**src/sv/button_and_tap_event_classifier_macros.svh**
```systemverilog
// ----------------------------------------------------------------------------
// Button and tap event classifier assertion macros
// Concurrent assertion helpers used by the classifier top level.
// ----------------------------------------------------------------------------
`ifndef BUTTON_AND_TAP_EVENT_CLASSIFIER_MACROS_SVH
`define BUTTON_AND_TAP_EVENT_CLASSIFIER_MACROS_SVH

`ifndef NO_ASSERTIONS

// Same-cycle implication, checked at every rising edge outside reset.
`define BEC_ASSERT_NOW(label, ante, cons) \
  label: assert property (@(posedge clk) disable iff (rst) (ante) |-> (cons)) \
    else $error("classifier assertion failed");

// Next-cycle implication, checked at every rising edge outside reset.
`define BEC_ASSERT_NEXT(label, ante, cons) \
  label: assert property (@(posedge clk) disable iff (rst) (ante) |=> (cons)) \
    else $error("classifier assertion failed");

`else

`define BEC_ASSERT_NOW(label, ante, cons)
`define BEC_ASSERT_NEXT(label, ante, cons)

`endif

`endif

```
**src/sv/bec_pkg.sv**
```systemverilog
// ----------------------------------------------------------------------------
// Button and tap event classifier package
// Payload and configuration types, register indexes and reset values.
// ----------------------------------------------------------------------------
`timescale 1ns / 1ps
`default_nettype none

package bec_pkg;

  localparam int unsigned TimeW  = 32;
  localparam int unsigned CoordW = 12;
  localparam int unsigned MsW    = 16;
  localparam int unsigned EnW    = 5;
  localparam int unsigned IdxW   = 3;
  localparam int unsigned DataW  = 16;

  // Bit positions in source_enable
  localparam int unsigned EnButton1 = 0;
  localparam int unsigned EnButton2 = 1;
  localparam int unsigned EnButton3 = 2;
  localparam int unsigned EnPower   = 3;
  localparam int unsigned EnTouch   = 4;

  localparam logic [MsW-1:0]    ShortPressMinReset = 16'd40;
  localparam logic [MsW-1:0]    ShortPressMaxReset = 16'd800;
  localparam logic [MsW-1:0]    HoldAbortReset     = 16'd4000;
  localparam logic [MsW-1:0]    TapMaxMsReset      = 16'd800;
  localparam logic [CoordW-1:0] TapMaxMoveReset    = 12'd28;
  localparam logic [EnW-1:0]    SourceEnableReset  = 5'd31;

  typedef enum logic [IdxW-1:0] {
    REG_SHORT_PRESS_MIN = 3'd0,
    REG_SHORT_PRESS_MAX = 3'd1,
    REG_HOLD_ABORT      = 3'd2,
    REG_TAP_MAX_MS      = 3'd3,
    REG_TAP_MAX_MOVE    = 3'd4,
    REG_SOURCE_ENABLE   = 3'd5
  } reg_index_t;

  typedef struct packed {
    logic [TimeW-1:0]  now_ms;
    logic              button1_level;
    logic              button2_level;
    logic              button3_level;
    logic              power_pressed;
    logic              touch_down;
    logic [CoordW-1:0] touch_x;
    logic [CoordW-1:0] touch_y;
  } sample_t;

  typedef struct packed {
    logic              button1_event;
    logic              button2_event;
    logic              button3_event;
    logic              tap_event;
    logic [CoordW-1:0] tap_x;
    logic [CoordW-1:0] tap_y;
  } result_t;

  typedef struct packed {
    logic [MsW-1:0]    short_press_min_ms;
    logic [MsW-1:0]    short_press_max_ms;
    logic [MsW-1:0]    hold_abort_ms;
    logic [MsW-1:0]    tap_max_ms;
    logic [CoordW-1:0] tap_max_move;
    logic [EnW-1:0]    source_enable;
  } cfg_t;

endpackage

`default_nettype wire

```
**src/sv/button_and_tap_event_classifier.sv**
```systemverilog
// ----------------------------------------------------------------------------
// Button and tap event classifier
// Turns poll samples of buttons, power key and touch panel into events.
// ----------------------------------------------------------------------------
// Takes one poll request per clock while sample_stall is low and returns
// exactly one result request per sample, in order: the sample lands in an
// input register, the event logic evaluates it combinationally against the
// stored button, power and touch history, and the answer is held in a result
// register until it is taken. The input and result registers together form
// a two-entry pipeline, so a new sample is accepted every cycle as long as
// the result side keeps draining; sample_stall rises only while both
// registers are full and result_stall is high.
// Configuration writes are always accepted (cfg_ready is tied high) and
// should be issued only while no sample is in flight.
`timescale 1ns / 1ps
`default_nettype none

`include "button_and_tap_event_classifier_macros.svh"

module button_and_tap_event_classifier (
  input  wire logic                      clk,
  input  wire logic                      rst,
  // Poll sample channel
  input  wire logic                      sample_valid,
  output logic                           sample_stall,
  input  wire bec_pkg::sample_t          sample,
  // Result channel
  output logic                           result_valid,
  input  wire logic                      result_stall,
  output bec_pkg::result_t               result,
  // Configuration write channel
  input  wire logic                      cfg_valid,
  output logic                           cfg_ready,
  input  wire logic [bec_pkg::IdxW-1:0]   cfg_index,
  input  wire logic [bec_pkg::DataW-1:0]  cfg_data
);

  bec_pkg::cfg_t    cfg;
  bec_pkg::sample_t s1_sample;
  bec_pkg::result_t core_result;
  logic             s1_valid;
  logic             advance;
  logic             fire;

  assign cfg_ready = 1'b1;

  // Result register frees up when empty or taken this cycle
  assign advance      = !result_valid || !result_stall;
  assign fire         = s1_valid && advance;
  // Hold the sample side only while the input register cannot move on
  assign sample_stall = s1_valid && !advance;

  bec_cfg u_cfg (
    .clk       (clk),
    .rst       (rst),
    .cfg_write (cfg_valid && cfg_ready),
    .cfg_index (cfg_index),
    .cfg_data  (cfg_data),
    .cfg       (cfg)
  );

  // Input register
  always_ff @(posedge clk) begin
    if (rst) begin
      s1_valid <= 1'b0;
    end else if (!sample_stall) begin
      s1_valid <= sample_valid;
    end
  end

  always_ff @(posedge clk) begin
    if (!sample_stall && sample_valid) begin
      s1_sample <= sample;
    end
  end

  bec_core u_core (
    .clk    (clk),
    .rst    (rst),
    .cfg    (cfg),
    .sample (s1_sample),
    .fire   (fire),
    .result (core_result)
  );

  // Result register
  always_ff @(posedge clk) begin
    if (rst) begin
      result_valid <= 1'b0;
    end else if (advance) begin
      result_valid <= s1_valid;
    end
  end

  always_ff @(posedge clk) begin
    if (fire) begin
      result <= core_result;
    end
  end

  // Stall toward the sample side only with a full, blocked result register
  `BEC_ASSERT_NOW(a_stall_cause, sample_stall, s1_valid && result_valid && result_stall)
  // A sample that moves on always shows up as a result next cycle
  `BEC_ASSERT_NEXT(a_fire_delivers, fire, result_valid)
  // Tap coordinates stay zero when no tap is reported
  `BEC_ASSERT_NOW(a_tap_zero, result_valid && !result.tap_event,
    result.tap_x == '0 && result.tap_y == '0)

endmodule

`default_nettype wire

```
**src/sv/bec_cfg.sv**
```systemverilog
// ----------------------------------------------------------------------------
// Classifier configuration registers
// Holds the six configuration registers, written through the index port.
// ----------------------------------------------------------------------------
`timescale 1ns / 1ps
`default_nettype none

module bec_cfg (
  input  wire logic                     clk,
  input  wire logic                     rst,
  input  wire logic                     cfg_write,
  input  wire logic [bec_pkg::IdxW-1:0]  cfg_index,
  input  wire logic [bec_pkg::DataW-1:0] cfg_data,
  output bec_pkg::cfg_t                 cfg
);

  always_ff @(posedge clk) begin
    if (rst) begin
      cfg.short_press_min_ms <= bec_pkg::ShortPressMinReset;
      cfg.short_press_max_ms <= bec_pkg::ShortPressMaxReset;
      cfg.hold_abort_ms      <= bec_pkg::HoldAbortReset;
      cfg.tap_max_ms         <= bec_pkg::TapMaxMsReset;
      cfg.tap_max_move       <= bec_pkg::TapMaxMoveReset;
      cfg.source_enable      <= bec_pkg::SourceEnableReset;
    end else if (cfg_write) begin
      // Unknown indexes drop silently
      case (bec_pkg::reg_index_t'(cfg_index))
        bec_pkg::REG_SHORT_PRESS_MIN: cfg.short_press_min_ms <= cfg_data;
        bec_pkg::REG_SHORT_PRESS_MAX: cfg.short_press_max_ms <= cfg_data;
        bec_pkg::REG_HOLD_ABORT:      cfg.hold_abort_ms      <= cfg_data;
        bec_pkg::REG_TAP_MAX_MS:      cfg.tap_max_ms         <= cfg_data;
        bec_pkg::REG_TAP_MAX_MOVE:
          cfg.tap_max_move <= cfg_data[bec_pkg::CoordW-1:0];
        bec_pkg::REG_SOURCE_ENABLE:
          cfg.source_enable <= cfg_data[bec_pkg::EnW-1:0];
        default: ;
      endcase
    end
  end

endmodule

`default_nettype wire

```
**src/sv/bec_core.sv**
```systemverilog
// ----------------------------------------------------------------------------
// Classifier event logic
// Tracks button, power and touch history and forms one result per sample.
// ----------------------------------------------------------------------------
`timescale 1ns / 1ps
`default_nettype none

module bec_core (
  input  wire logic            clk,
  input  wire logic            rst,
  input  wire bec_pkg::cfg_t   cfg,
  input  wire bec_pkg::sample_t sample,
  input  wire logic            fire,
  output bec_pkg::result_t     result
);

  logic                      button1_prev, button1_prev_next;
  logic                      button2_prev, button2_prev_next;
  logic                      button3_prev, button3_prev_next;
  logic                      power_held, power_held_next;
  logic [bec_pkg::TimeW-1:0]  power_press_time;
  logic                      touch_active, touch_active_next;
  logic [bec_pkg::CoordW-1:0] touch_first_x, touch_first_y;
  logic [bec_pkg::CoordW-1:0] touch_latest_x, touch_latest_y;
  logic [bec_pkg::TimeW-1:0]  touch_begin_time;

  logic                      en1, en2, en3, en_touch, pwr;
  logic                      press_start, touch_start;
  logic [bec_pkg::TimeW-1:0]  held, dur;
  logic [bec_pkg::CoordW-1:0] dx, dy;
  logic                      short_press, tap;

  assign en1      = cfg.source_enable[bec_pkg::EnButton1];
  assign en2      = cfg.source_enable[bec_pkg::EnButton2];
  assign en3      = cfg.source_enable[bec_pkg::EnButton3];
  assign en_touch = cfg.source_enable[bec_pkg::EnTouch];
  assign pwr      = sample.power_pressed & cfg.source_enable[bec_pkg::EnPower];

  // Elapsed times wrap modulo 2^32
  assign held = sample.now_ms - power_press_time;
  assign dur  = sample.now_ms - touch_begin_time;

  assign dx = (touch_latest_x >= touch_first_x) ? touch_latest_x - touch_first_x
                                                : touch_first_x - touch_latest_x;
  assign dy = (touch_latest_y >= touch_first_y) ? touch_latest_y - touch_first_y
                                                : touch_first_y - touch_latest_y;

  always_comb begin
    button1_prev_next = en1 ? sample.button1_level : button1_prev;
    button2_prev_next = en2 ? sample.button2_level : button2_prev;
    button3_prev_next = en3 ? sample.button3_level : button3_prev;

    press_start     = 1'b0;
    short_press     = 1'b0;
    power_held_next = power_held;
    if (pwr && !power_held) begin
      power_held_next = 1'b1;
      press_start     = 1'b1;
    end else if (!pwr && power_held) begin
      power_held_next = 1'b0;
      short_press = (held >= {16'd0, cfg.short_press_min_ms}) &&
                    (held <  {16'd0, cfg.short_press_max_ms});
    end else if (pwr && power_held && (held > {16'd0, cfg.hold_abort_ms})) begin
      // Long hold: cancel the press with no event
      power_held_next = 1'b0;
    end

    touch_start       = 1'b0;
    tap               = 1'b0;
    touch_active_next = touch_active;
    if (en_touch) begin
      if (sample.touch_down) begin
        touch_active_next = 1'b1;
        touch_start       = !touch_active;
      end else if (touch_active) begin
        touch_active_next = 1'b0;
        tap = (dur < {16'd0, cfg.tap_max_ms}) &&
              (dx < cfg.tap_max_move) && (dy < cfg.tap_max_move);
      end
    end

    result.button1_event = en1 && button1_prev && !sample.button1_level;
    result.button2_event = (en2 && button2_prev && !sample.button2_level) || short_press;
    result.button3_event = en3 && button3_prev && !sample.button3_level;
    result.tap_event     = tap;
    result.tap_x         = tap ? touch_first_x : '0;
    result.tap_y         = tap ? touch_first_y : '0;
  end

  always_ff @(posedge clk) begin
    if (rst) begin
      button1_prev <= 1'b1;
      button2_prev <= 1'b1;
      button3_prev <= 1'b1;
      power_held   <= 1'b0;
      touch_active <= 1'b0;
    end else if (fire) begin
      button1_prev <= button1_prev_next;
      button2_prev <= button2_prev_next;
      button3_prev <= button3_prev_next;
      power_held   <= power_held_next;
      touch_active <= touch_active_next;
    end
  end

  // Timestamps and coordinates are read only while their flag is set
  always_ff @(posedge clk) begin
    if (fire) begin
      if (press_start) begin
        power_press_time <= sample.now_ms;
      end
      if (touch_start) begin
        touch_first_x    <= sample.touch_x;
        touch_first_y    <= sample.touch_y;
        touch_begin_time <= sample.now_ms;
      end
      if (en_touch && sample.touch_down) begin
        touch_latest_x <= sample.touch_x;
        touch_latest_y <= sample.touch_y;
      end
    end
  end

endmodule

`default_nettype wire

```
**config.mk**
```make
export PLATFORM = sky130hd
export DESIGN_NAME = button_and_tap_event_classifier
export DESIGN_NICKNAME = d
export VERILOG_FILES = /design/src/sv/bec_pkg.sv /design/src/sv/button_and_tap_event_classifier.sv /design/src/sv/bec_cfg.sv /design/src/sv/bec_core.sv
export VERILOG_INCLUDE_DIRS = /design/src /design/src/sv
export SDC_FILE = /design/constraint.sdc
export NUM_CORES = 1
export LEC_CHECK = 0
export ABC_AREA = 1
export BUFFER_PORTS_ARGS = -buffer_cell sky130_fd_sc_hd__buf_2
export CAP_MARGIN = 30
export CORE_MARGIN = 8
export CORE_UTILIZATION = 30
export DETAILED_ROUTE_END_ITERATION = 7
export SLEW_MARGIN = 15
export SYNTH_ARGS = -nofsm -noshare
export SYNTH_HDL_FRONTEND = slang
export SYNTH_SLANG_ARGS = --single-unit
```
**constraint.sdc**
```tcl
create_clock -name clk -period 8.25 [get_ports clk]
set_clock_uncertainty 0.05 [all_clocks]
set_input_delay 0.825 -clock clk [delete_from_list [all_inputs] [get_ports clk]]
set_output_delay 0.825 -clock clk [all_outputs]
set_load 0.05 [all_outputs]
```
# After elaboration in Yosys (flattened, before gate mapping)
# Index checks and enable logic that the tools add are counted.
# classes
addsub,6
order_cmp,8
n_eq_ne,5
muxes,14
bitwise,1
reduce_logical,45
# op_table
operator,n
< comparator 32 x 16 -> 1 bit,2
subtractor 32 bit,2
subtractor 12 bit,4
greater-or-equal comparator 32 x 16 -> 1 bit,1
greater-than comparator 32 x 16 -> 1 bit,1
AND reduction 2 bit,14
greater-or-equal comparator 12 bit,2
< comparator 12 bit,2
2-to-1 mux 12 bit,2
logical AND 1 bit,17
2-to-1 mux 1 bit,12
zero test 1 bit,10
"equality test 3 x 2 -> 1 bit, second input constant",2
"equality test 3 bit, second input constant",2
"equality test 3 x 1 -> 1 bit, second input constant",1
zero test 3 bit,1
nonzero test 3 bit,1
logical OR 1 bit,2
AND 1 bit,1
# word_totals
ff_bits,289
inputBits,85
output_inout_bits,31
wordCells,112

# Depth between registers and ports, before layout
# Gate-level depths: netlist of the first run.
# logic_depth
depth_word,8
depth_mapped,29
depth_no_buf,28

# Hierarchy
# A second synthesis of the first run with hierarchy kept.
# hier_totals
hier_cells,2345
area_unflattened_um2,18723.0
# modules_own_cells
module,n_inst,cells_each,area_each_um2
bec_core,1,1791,12758.5
bec_cfg,1,451,3189.3
button_and_tap_event_classifier,1,103,2775.2

# Worst setup path before layout of the first run
# OpenSTA, ideal clock, no wires.
# synth_path
kind,input to register
from,in result_stall
to,reg u_core.touch_begin_time[0] in the netlist's numbering (enable)
setup_time_ps,470
arrival_ps,5368
required_time_ps,7730
path_slack_ps,2362
cell_stages,5
n_path_buf,0
cell_sequence,nand2_1 -> nand2_1 -> nor3_1 -> inv_1 -> nor2_1
# synth_via
elab_chain_len,4
# synth_rtl
item,line_no,source
"start, declared",button_and_tap_event_classifier.sv:29,"input wire logic result_stall,"
zero test 1 bit,button_and_tap_event_classifier.sv:48,assign advance = !result_valid || !result_stall;
logical OR 1 bit,button_and_tap_event_classifier.sv:48,
logical AND 1 bit,button_and_tap_event_classifier.sv:49,assign fire = s1_valid && advance;
AND reduction 2 bit (no line),-,
"end signal, assigned",bec_core.sv:115,touch_begin_time <= sample.now_ms;
"end, declared",bec_core.sv:25,logic [bec_pkg::TimeW-1:0] touch_begin_time;
# No other way between the ends.
# A chain may end at the register's enable or synchronous reset.

# Final worst setup path of the first run
# layout_path
from,reg u_core.touch_latest_x[0] in the netlist's numbering
to,"reg result[11] in the netlist's numbering, data pin"
# layout_via
elab_chain_len,8
# layout_rtl
item,line_no,source
"start, declared",bec_core.sv:24,"logic [bec_pkg::CoordW-1:0] touch_latest_x, touch_latest_y;"
"start signal, assigned",bec_core.sv:118,touch_latest_x <= sample.touch_x;
subtractor 12 bit (tied with other cells),bec_core.sv:44,: touch_first_x - touch_latest_x;
2-to-1 mux 12 bit (*),bec_core.sv:43,assign dx = (touch_latest_x >= touch_first_x) ? touch_latest_x - touch_first_x
< comparator 12 bit (*),bec_core.sv:78,(dx < cfg.tap_max_move) && (dy < cfg.tap_max_move);
logical AND 1 bit (*),bec_core.sv:77,"tap = (dur < {16'd0, cfg.tap_max_ms}) &&"
logical AND 1 bit (*),bec_core.sv:78,
2-to-1 mux 1 bit (*),bec_core.sv:75,end else if (touch_active) begin
2-to-1 mux 1 bit (*),bec_core.sv:72,if (sample.touch_down) begin
2-to-1 mux 1 bit (*),bec_core.sv:71,if (en_touch) begin
"end signal, assigned",button_and_tap_event_classifier.sv:97,result <= core_result;
"end, declared",button_and_tap_event_classifier.sv:30,"output bec_pkg::result_t result,"
# Mark *: on every way between the ends. The rest lies on a longest branch, timed or not.

==> out/metrics.csv, run 1 <==
metric,value,unit
finalHoldViolCount,0,
ys_types,51,
syn_avg_cell_area,8.15,um2
die-width,264,um
setup_tns,0,ps
max_slew_margin,0.442,
cts_resized,0,
arrival,5550,ps
maxCapViolations,0,
grt_max_degree,79,
coreArea,0.0605,mm2
clock-sinks,289,
syn_nets,2539,
synth_top_area_frac,0.328,
post_drt_wl_per_cell,15.2,um
die_h,264,um
fin_ws,3020,ps
cts_tree,yes,
synth_xor_area_frac,0.0243,
final_cell_area,0.0210,mm2
r2r-start,u_core.touch_latest_x[0],
start_kind,flop,
slew_violations,0,
startpoint,u_core.touch_latest_x[0],
hpwl,38200,um
synth_edf_count,201,
finalSetupViolCount,0,
ys_top_cells_by_count,"nand2_1, inv_1, edfxtp_1, ha_1, a21oi_1",
synthFlopType,edfxtp_1,
worst_slew_pin_slew,833,ps
max_freq,191,MHz
area_growth,14.0,%
rsz0062_at_grt,false,
fill_cells,6272,
place_congestion,0.892,
fin_crit,5230,ps
critPathCaptureType,flop,
finalNetCount,2669,
post_cts_buffers,0,
diodes,0,
critPathCapture,result[11],
netlist_top_cells_area,"edfxtp_1, ha_1, nand2_1",
cp_max_fo,16,
cp_slowest_stage_delay,600,ps
syn_inst,2256,
stdcell_count,3194,
synth-simple-area-share,0.199,
p_per_area,183,mW/mm2
pre_cts_ws,2990,ps
placed_area,0.0199,mm2
start_util,0.304,
io_pins,116,
layout-drive-gt1-share,0.0920,
cts_root_buf,clkbuf_16,
ff2ff_setup_slack,3020,ps
port_buffers,114,
status,completed,
synth.most_common_cell,nand2_1,
postCtsHoldBufs,0,
clock_path_buffers,3,
place_inst,3132,
clock_latency,560,ps
cts_buffers,34,
ys_async_sr_fraction,0,
synth_top_area_cell,edfxtp_1,
antenna_left,0,
synth_top_family_by_area,simple AND/OR/NAND/NOR gates,
drc,0,
fp-row-count,90,
p_leak,9.70,nW
worst_path_max_delay_cell,nand4_1,
synth-compound-area-share,0.113,
num_vias,14600,
grt_use_total,0.137,
grt_overflow,0,
path_common_cell,nand2_1,
yosys_warnings,0,
rr_worst_depth,28,
path_clk_slew,60,ps
cp_data_required_time,8570,ps
drt-pass1-iter-count,5,
syn_area,0.0184,mm2
crit_type,reg -> reg,
routed_via_density,4.57,
drtIter0Drc,854,
fin_crit_sh,0.634,
routed_wirelength,48600,um
antenna_found_initial,1,
r2r-end,result[11],
synthAdderAreaFrac,0.137,
ys_ff_latch,289,
die-area,0.0695,mm2
hold_ws,383,ps
h-tree-depth,2,
synth-seq-area-share,0.424,
hp-class,reg -> reg,
vdd_drop_max,0.105,mV
grt_pass1_vias,14100,
synthMuxAreaShare,0.00347,
grt_first_pass_wirelength,77000,um
## where the power goes
| part | total [mW] | internal (mW) | switching [mW] |
|---|---|---|---|
| logic | 0.712 | 0.245 | 0.467 |
| clock network | 1.46 | 0.833 | 0.626 |
| registers | 1.65 | 1.62 | 0.0354 |
| total | 3.82 | 2.70 | 1.13 |
## layout by cell type, fill, tap and decap left out, types with 7 or more instances in the layout
cell type / count
nand4_1: 35
nor2_2: 7
inv_1: 438
clkbuf_16: 37
a211oi_1: 7
nor2_1: 155
buf_4: 8
clkinv_1: 8
nor3_1: 19
buf_2: 114
o211ai_1: 25
nand3_1: 78
o21ai_1: 7
ha_1: 192
a21oi_1: 187
dfxtp_1: 88
o21ai_0: 118
xnor2_1: 18
edfxtp_1: 201
nand2_1: 514
xor2_1: 33
nor3_2: 20
nand3b_1: 10
## final cells by class
type	count	area, um2	area share
clock inverter	19	124	0.00591
sequential	289	7800	0.372
timing repair buffer	122	631	0.0301
multi-input combinational	1493	8790	0.420
inverter	446	1670	0.0799
tap	782	978	0.0467
clock buffer	43	958	0.0457
## through the flow
| step | total power [mW] | util |
|---|---|---|
| global route | 4.04 | 0.347 |
| detailed placement | 2.40 | 0.329 |
| global placement | 2.39 | 0.329 |
| finish | 3.82 | 0.347 |
| CTS | 3.88 | 0.347 |
| floorplan | 2.18 | - |
## worst max-delay path, delay by kind of cell, from the launching register on
| kind | cells | cell delay, ps |
|---|---|---|
| AND/OR/NAND/NOR | 15 | 2010 |
| adder cells (fa/ha/maj) | 3 | 860 |
| AO/OA/AOI/OAI | 3 | 850 |
| buffers and inverters | 6 | 780 |
| flip-flops | 1 | 400 |
| XOR/XNOR | 1 | 110 |
## layer usage
layer	track usage	vias up	wire, um	share of wire
met5	0	-	0	0
met4	0.0375	0	1040	0.021
met3	0.0213	59	2450	0.051
met2	0.212	319	20800	0.43
met1	0.196	6562	24300	0.50
li1	-	7663	-	-
## flip-flops by register name (all words and copies together) (netlist names), 12 cells and up
name / count
u_core.touch_begin_time: 32
u_core.power_press_time: 32
u_cfg.cfg: 81
u_core.touch_latest_y: 12
u_core.touch_first_y: 12
s1_sample: 61
u_core.touch_latest_x: 12
result: 28
u_core.touch_first_x: 12
## how the worst min path moves through the flow
stage,endpoint,cells past startpoint,slack (ps),from
floorplan,u_core.touch_first_x[0],0,370,s1_sample[12]
global placement,u_core.touch_first_x[9],0,380,s1_sample[21]
detailed placement,u_core.touch_latest_x[8],0,380,s1_sample[20]
CTS,s1_sample[13],1,360,sample[13]
global route,s1_sample[12],1,360,sample[12]
finish,u_core.touch_latest_x[8],0,380,s1_sample[20]
## cells by family (layout without fill, tap and decap cells)
kind of cell | count (synthesis) | count (layout)
simple gates | 857 | 857
buf+inv | 474 | 630
compound gates | 380 | 380
flops | 289 | 289
fa+ha+maj | 198 | 198
xor+xnor | 51 | 51
mux | 6 | 6
other cells | 1 | 1
No activity file was read; power rests on OpenSTA's default activity.
==> run 2, diff against run 1 <==
==> constraint.sdc (replaced) <==
create_clock -name clk -period 4.3 [get_ports clk]
set_clock_uncertainty 0.05 [all_clocks]
set_input_delay 0.43 -clock clk [delete_from_list [all_inputs] [get_ports clk]]
set_output_delay 0.43 -clock clk [all_outputs]
set_load 0.05 [all_outputs]
==> out/metrics.csv, run 2 (synthesis results as in run 1) <==
metric,value,unit,change
die_h,264,um,unchanged
final_cell_mix,"nand2_1, inv_1, edfxtp_1",,
maxCapViolations,0,,unchanged
cts_tree,yes,,
port_buffers,114,,unchanged
setup_tns,0,ps,unchanged
p_total,7.84,mW,+100%
finalHoldViolCount,0,,unchanged
fp-row-count,90,,unchanged
routed_wirelength,49400,um,+1.8%
cp_max_fo,10,,-6
cts_root_buf,clkbuf_16,,
worst_slew_pin_slew,848,ps,+14.5 ps
p_per_area,355,mW/mm2,+95%
grt_use_total,0.139,,+0.00202
path_cells,inv_1 -> ha_2 -> inv_1 -> fa_2 -> a21oi_2 -> nand3b_1 -> nand3_4 -> buf_4 -> o21ai_1 -> xor2_1 -> inv_1 -> ha_1 -> a21oi_2 -> nor2_1 -> a211oi_1 -> nand2_1 -> nand2_1 -> nand2_1 -> nand2_2 -> nand3_1 -> nor2_2 -> nand4_4 -> clkbuf_16 -> nor3_2,,
start_kind,flop,,
layout_commonest_cell,nand2_1,,
fin_crit_sh,0.936,,+0.302
cp_slowest_stage_delay,390,ps,-210 ps
drt-pass1-iter-count,5,,unchanged
num_vias,14900,,+2.2%
start_util,0.304,,unchanged
arrival,4370,ps,-1180 ps
die-width,264,um,unchanged
clock_latency,550,ps,about the same
io_pins,116,,unchanged
pre_cts_ws,16.1,ps,-2980 ps
post_drt_wl_per_cell,15.1,um,-0.65%
path_clk_slew,60,ps,about the same
hpwl,38500,um,+1.0%
vdd_drop_max,0.270,mV,+160%
placed_area,0.0200,mm2,+0.48%
slew_violations,0,,unchanged
max_slew_margin,0.433,,-0.00967
layout-drive-gt1-share,0.112,,+0.0203
worst_path_max_delay_cell,edfxtp_1,,
fin_util,0.365,,+0.0185
diodes,0,,unchanged
crit_type,reg -> reg,,
drtIter0Drc,837,,-2.0%
max_freq,249,MHz,+30%
die-area,0.0695,mm2,unchanged
area_growth,20.1,%,
regMostFlops,u_cfg.cfg,,
fin_crit,4020,ps,-1210 ps
final_cell_area,0.0221,mm2,+5.3%
antenna_left,0,,unchanged
h-tree-depth,2,,unchanged
routed_via_density,4.56,,-0.33%
cts_buffers,36,,+5.9%
status,completed,,
clock-sinks,289,,unchanged
place_congestion,0.893,,+0.13%
p_leak,10.2,nW,+4.8%
clock_path_buffers,3,,unchanged
fin_ws,277,ps,-2740 ps
largest_reg_flops,81,,unchanged
coreArea,0.0605,mm2,unchanged
critPathCaptureType,flop,,
grt_first_pass_wirelength,78300,um,+1.7%
drc,0,,unchanged
antenna_found_initial,0,,-1
finalSetupViolCount,0,,unchanged
finalNetCount,2748,,+3.0%
cp_data_required_time,4650,ps,-3920 ps
grt_max_degree,54,,-32%
reg_top3,"u_cfg.cfg x81, s1_sample x61",,
grt_overflow,0,,unchanged
hp-class,in -> reg,,
grt_pass1_vias,14500,,+2.9%
-- run 2: power by group --
group	switching, mW	internal, mW
combinational	0.918	0.531
sequential	0.0680	3.10
clock	1.25	1.97
-- run 2: area by class of cell --
type                       count  area (um2)
multi-input combinational   1493        8940
fill                        6206       38400
clock inverter                22         274
clock buffer                  43         991
inverter                     446        1680
timing repair buffer         199        1410
tap                          782         978
sequential                   289        7800
-- run 2: stage by stage --
stage          cells  hold WS [ps]
5_1_grt         3274          23.8
2_1_floorplan   2256           371
3_5_place_dp    3144           385
3_3_place_gp    3144           380
6_report        3274          39.7
4_1_cts         3267          10.4
-- run 2: path summary, 6_finish.rpt --
kind	start	endpoint	slack (ps)	depth (start not counted)
min	sample[19]	s1_sample[19]	40	1
max reg2reg	u_core.touch_latest_y[0]	result[14]	280	24
max	u_core.touch_latest_y[0]	result[14]	280	24
min reg2reg	s1_sample[23]	u_core.touch_latest_x[11]	380	0
-- run 2: worst max-delay path, delay by kind of cell (launching register included) --
family | cells | cell delay, ps
flip-flops | 1 | 390
adder cells (fa/ha/maj) | 3 | 750
buffers and inverters | 5 | 670
XOR/XNOR | 1 | 170
AND/OR/NAND/NOR | 11 | 1200
AO/OA/AOI/OAI | 4 | 600
-- run 2: repair_timing --
item	4_1_cts	5_1_grt
endpoints found under the hold margin	58	0
hold buffers	58	0
buffers inserted	0	5
resized for setup	1	45
cloned	0	2
endpoints found under the setup margin	1	25
pin swaps	0	8
-- run 2: per-layer routing --
| layer | wire length, um | vias to the layer above | global-route usage |
|---|---|---|---|
| li1 | - | 7819 | - |
| met1 | 24600 | 6746 | 0.194 |
| met2 | 21500 | 294 | 0.224 |
| met5 | 0 | - | 0 |
| met4 | 921 | 0 | 0.0336 |
| met3 | 2440 | 61 | 0.0220 |
==> run 3, diff against run 2 <==
--- a/config.mk
+++ b/config.mk
@@ -6,7 +6,6 @@
 export SDC_FILE = /design/constraint.sdc
 export NUM_CORES = 1
 export LEC_CHECK = 0
-export ABC_AREA = 1
 export BUFFER_PORTS_ARGS = -buffer_cell sky130_fd_sc_hd__buf_2
 export CAP_MARGIN = 30
 export CORE_MARGIN = 8
==> out/metrics.csv, run 3 <==
metric,value,unit,change
synthMuxAreaShare,0.0112,,+0.00771
cts_tree,yes,,
p_leak,9.47,nW,-6.9%
fin_ws,-981,ps,-1260 ps
cp_max_fo,6,,-4
yosys_warnings,0,,unchanged
io_pins,116,,unchanged
diodes,0,,unchanged
reg_top3,"u_cfg.cfg x81, s1_sample x61",,
r2r-start,u_core.touch_latest_x[0],,
regMostFlops,u_cfg.cfg,,
drc,0,,unchanged
ys_async_sr_fraction,0,,unchanged
clock-sinks,289,,unchanged
fin_crit_sh,1.23,,+0.292
fp-row-count,89,,-1.1%
place_congestion,0.877,,-1.8%
finalHoldViolCount,0,,unchanged
start_util,0.301,,-0.00282
final_cell_mix,"inv_1, edfxtp_1, nand2_1",,
largest_reg_flops,81,,unchanged
finalNetCount,2406,,-12%
ys_ff_latch,289,,unchanged
synth_xor_area_frac,0.0302,,+0.00593
max_slew_margin,0.518,,+0.0851
hpwl,38200,um,-0.97%
grt_overflow,0,,unchanged
worst_slew_pin_slew,723,ps,-125 ps
place_inst,2793,,-11%
path_clk_slew,60,ps,about the same
layout-drive-gt1-share,0.189,,+0.0769
rsz0062_at_grt,true,,
synth-simple-area-share,0.137,,-0.0618
fill_cells,5744,,-7.4%
hp-class,in -> reg,,
finalSetupViolCount,25,,+25
p_per_area,342,mW/mm2,-3.6%
holdPathStages,1,,unchanged
layout_commonest_cell,inv_1,,
path_common_cell,a21o_1,,
h-tree-depth,2,,unchanged
antenna_left,0,,unchanged
ys_top_cells_by_count,"inv_1, edfxtp_1, nand2_1, ha_1, a21oi_1",,
cp_slowest_stage_delay,380,ps,about the same
synth_top_area_cell,edfxtp_1,,
clock_path_buffers,3,,unchanged
hold_start,sample[7],,
r2r-end,result[24],,
stdcell_count,2923,,-11%
die-width,259,um,-1.8%
cp_data_required_time,4650,ps,about the same
die_h,259,um,-1.8%
die-area,0.0669,mm2,-3.6%
synth-compound-area-share,0.175,,+0.0612
antenna_found_initial,0,,unchanged
synth-seq-area-share,0.441,,+0.0170
area_growth,25.3,%,
coreArea,0.0587,mm2,-3.0%
pre_cts_ws,-1060,ps,-1070 ps
maxCapViolations,0,,unchanged
crit_type,reg -> reg,,
cts_buffers,36,,unchanged
synth_top_area_frac,0.341,,+0.0132
slew_violations,0,,unchanged
rr_worst_depth,26,,+8.3%
cts_root_buf,clkbuf_16,,
synthFlopType,edfxtp_1,,
synth.most_common_cell,inv_1,,
start_kind,flop,,
worst_path_max_delay_cell,edfxtp_1,,
fin_crit,5280,ps,+1260 ps
ff2ff_setup_slack,-980,ps,-1260 ps
syn_avg_cell_area,9.76,um2,+20%
port_buffers,114,,unchanged
vdd_drop_max,0.339,mV,+25%
syn_area,0.0177,mm2,-3.9%
synth_top_family_by_area,compound AO/OA/AOI/OAI gates,,
grt_use_total,0.143,,+0.00384
num_vias,14200,,-5.0%
syn_inst,1811,,-20%
max_freq,189,MHz,-24%
grt_first_pass_wirelength,77200,um,-1.3%
synthAdderAreaFrac,0.143,,+0.00550
routed_via_density,4.85,,+6.4%
cp_top_family,compound AO/OA/AOI/OAI gates,,
ys_types,88,,+73%
arrival,5630,ps,+1260 ps
synth_edf_count,201,,unchanged
status,finished with violations,,
critPathCaptureType,flop,,
drt-pass1-iter-count,5,,unchanged
path_buf_inv,4,,-1
grt_pass1_vias,14300,,-1.5%
netlist_top_cells_area,"edfxtp_1, ha_1, dfxtp_1",,
clock_latency,550,ps,about the same
syn_nets,2094,,-18%
failed_checks,negative setup slack,,
hold_end,s1_sample[7],,
drtIter0Drc,622,,-26%
routed_wirelength,49500,um,about the same
grt_max_degree,39,,-28%
post_drt_wl_per_cell,16.9,um,+12%
==> run 3: report_power, final <==
| group | switching, mW | internal, mW |
|---|---|---|
| clock | 1.20 | 1.77 |
| sequential | 0.0628 | 3.09 |
| combinational | 0.823 | 0.635 |
| total | 2.09 | 5.49 |
==> run 3: cell families after synthesis <==
group                    after synthesis
XOR/XNOR                              61
buffers and inverters                277
flip-flops                           289
multiplexers                          19
other                                  1
AO/OA/AOI/OAI                        476
AND/OR/NAND/NOR                      490
adder cells (fa/ha/maj)              198
==> run 3: area by class of cell <==
type	instances	area, um2	area share
inverter	213	800	0.0361
sequential	289	7800	0.352
multi-input combinational	1245	8940	0.404
clock inverter	22	205	0.00926
clock buffer	43	948	0.0428
timing repair buffer	338	2490	0.113
tap	773	967	0.0437
==> run 3: worst max path at each step <==
| stage | to | depth (start not counted) | slack [ps] | from |
|---|---|---|---|---|
| after global routing | result[4] | 26 | -1250 | u_core.touch_latest_y[0] |
| after global placement | result[12] | 25 | -790 | u_core.touch_latest_x[0] |
| final | result[24] | 26 | -980 | u_core.touch_latest_x[0] |
| after CTS | result[19] | 25 | -940 | u_core.touch_latest_y[0] |
| after detailed placement | result[19] | 25 | -1060 | u_core.touch_latest_y[0] |
| after floorplan | result[10] | 26 | -540 | u_core.touch_latest_x[0] |
==> run 3: worst register-to-register path, delay by kind of cell (launching register included) <==
family                   cells  cell delay (ps)
buffers and inverters        4              480
AO/OA/AOI/OAI               11             1890
adder cells (fa/ha/maj)      3              840
multiplexers                 1              220
flip-flops                   1              380
XOR/XNOR                     1              160
AND/OR/NAND/NOR              6             1100
==> run 3: through the flow <==
step	setup TNS [ps]	total power, mW	hold WS, ps	cell area, um2	utilization
6_report	-22320	7.58	24.7	22100	0.377
3_3_place_gp	-19670	4.56	392	20200	0.344
3_5_place_dp	-25670	4.60	384	20200	0.345
5_1_grt	-29200	7.96	6.91	22100	0.377
2_1_floorplan	-12780	4.09	371	17700	-
4_1_cts	-22750	7.67	1.29	22000	0.374
==> run 3: what timing repair did <==
| action | CTS | global route |
|---|---|---|
| buffers inserted | 0 | 7 |
| hold buffers | 55 | 0 |
| pin swaps | 2 | 8 |
| endpoints found under the hold margin | 55 | 0 |
| gates resized for setup | 5 | 19 |
| endpoints found under the setup margin | 25 | 27 |
| cloned | 0 | 2 |
==> run 3: routing by layer <==
layer | share of wire | wire length (um) | vias to the layer above | track usage
met1 | 0.46 | 22600 | 6722 | 0.185
li1 | - | - | 7097 | -
met4 | 0.031 | 1510 | 0 | 0.0511
met5 | 0 | 0 | - | 0
met3 | 0.039 | 1950 | 90 | 0.0222
met2 | 0.47 | 23400 | 270 | 0.240
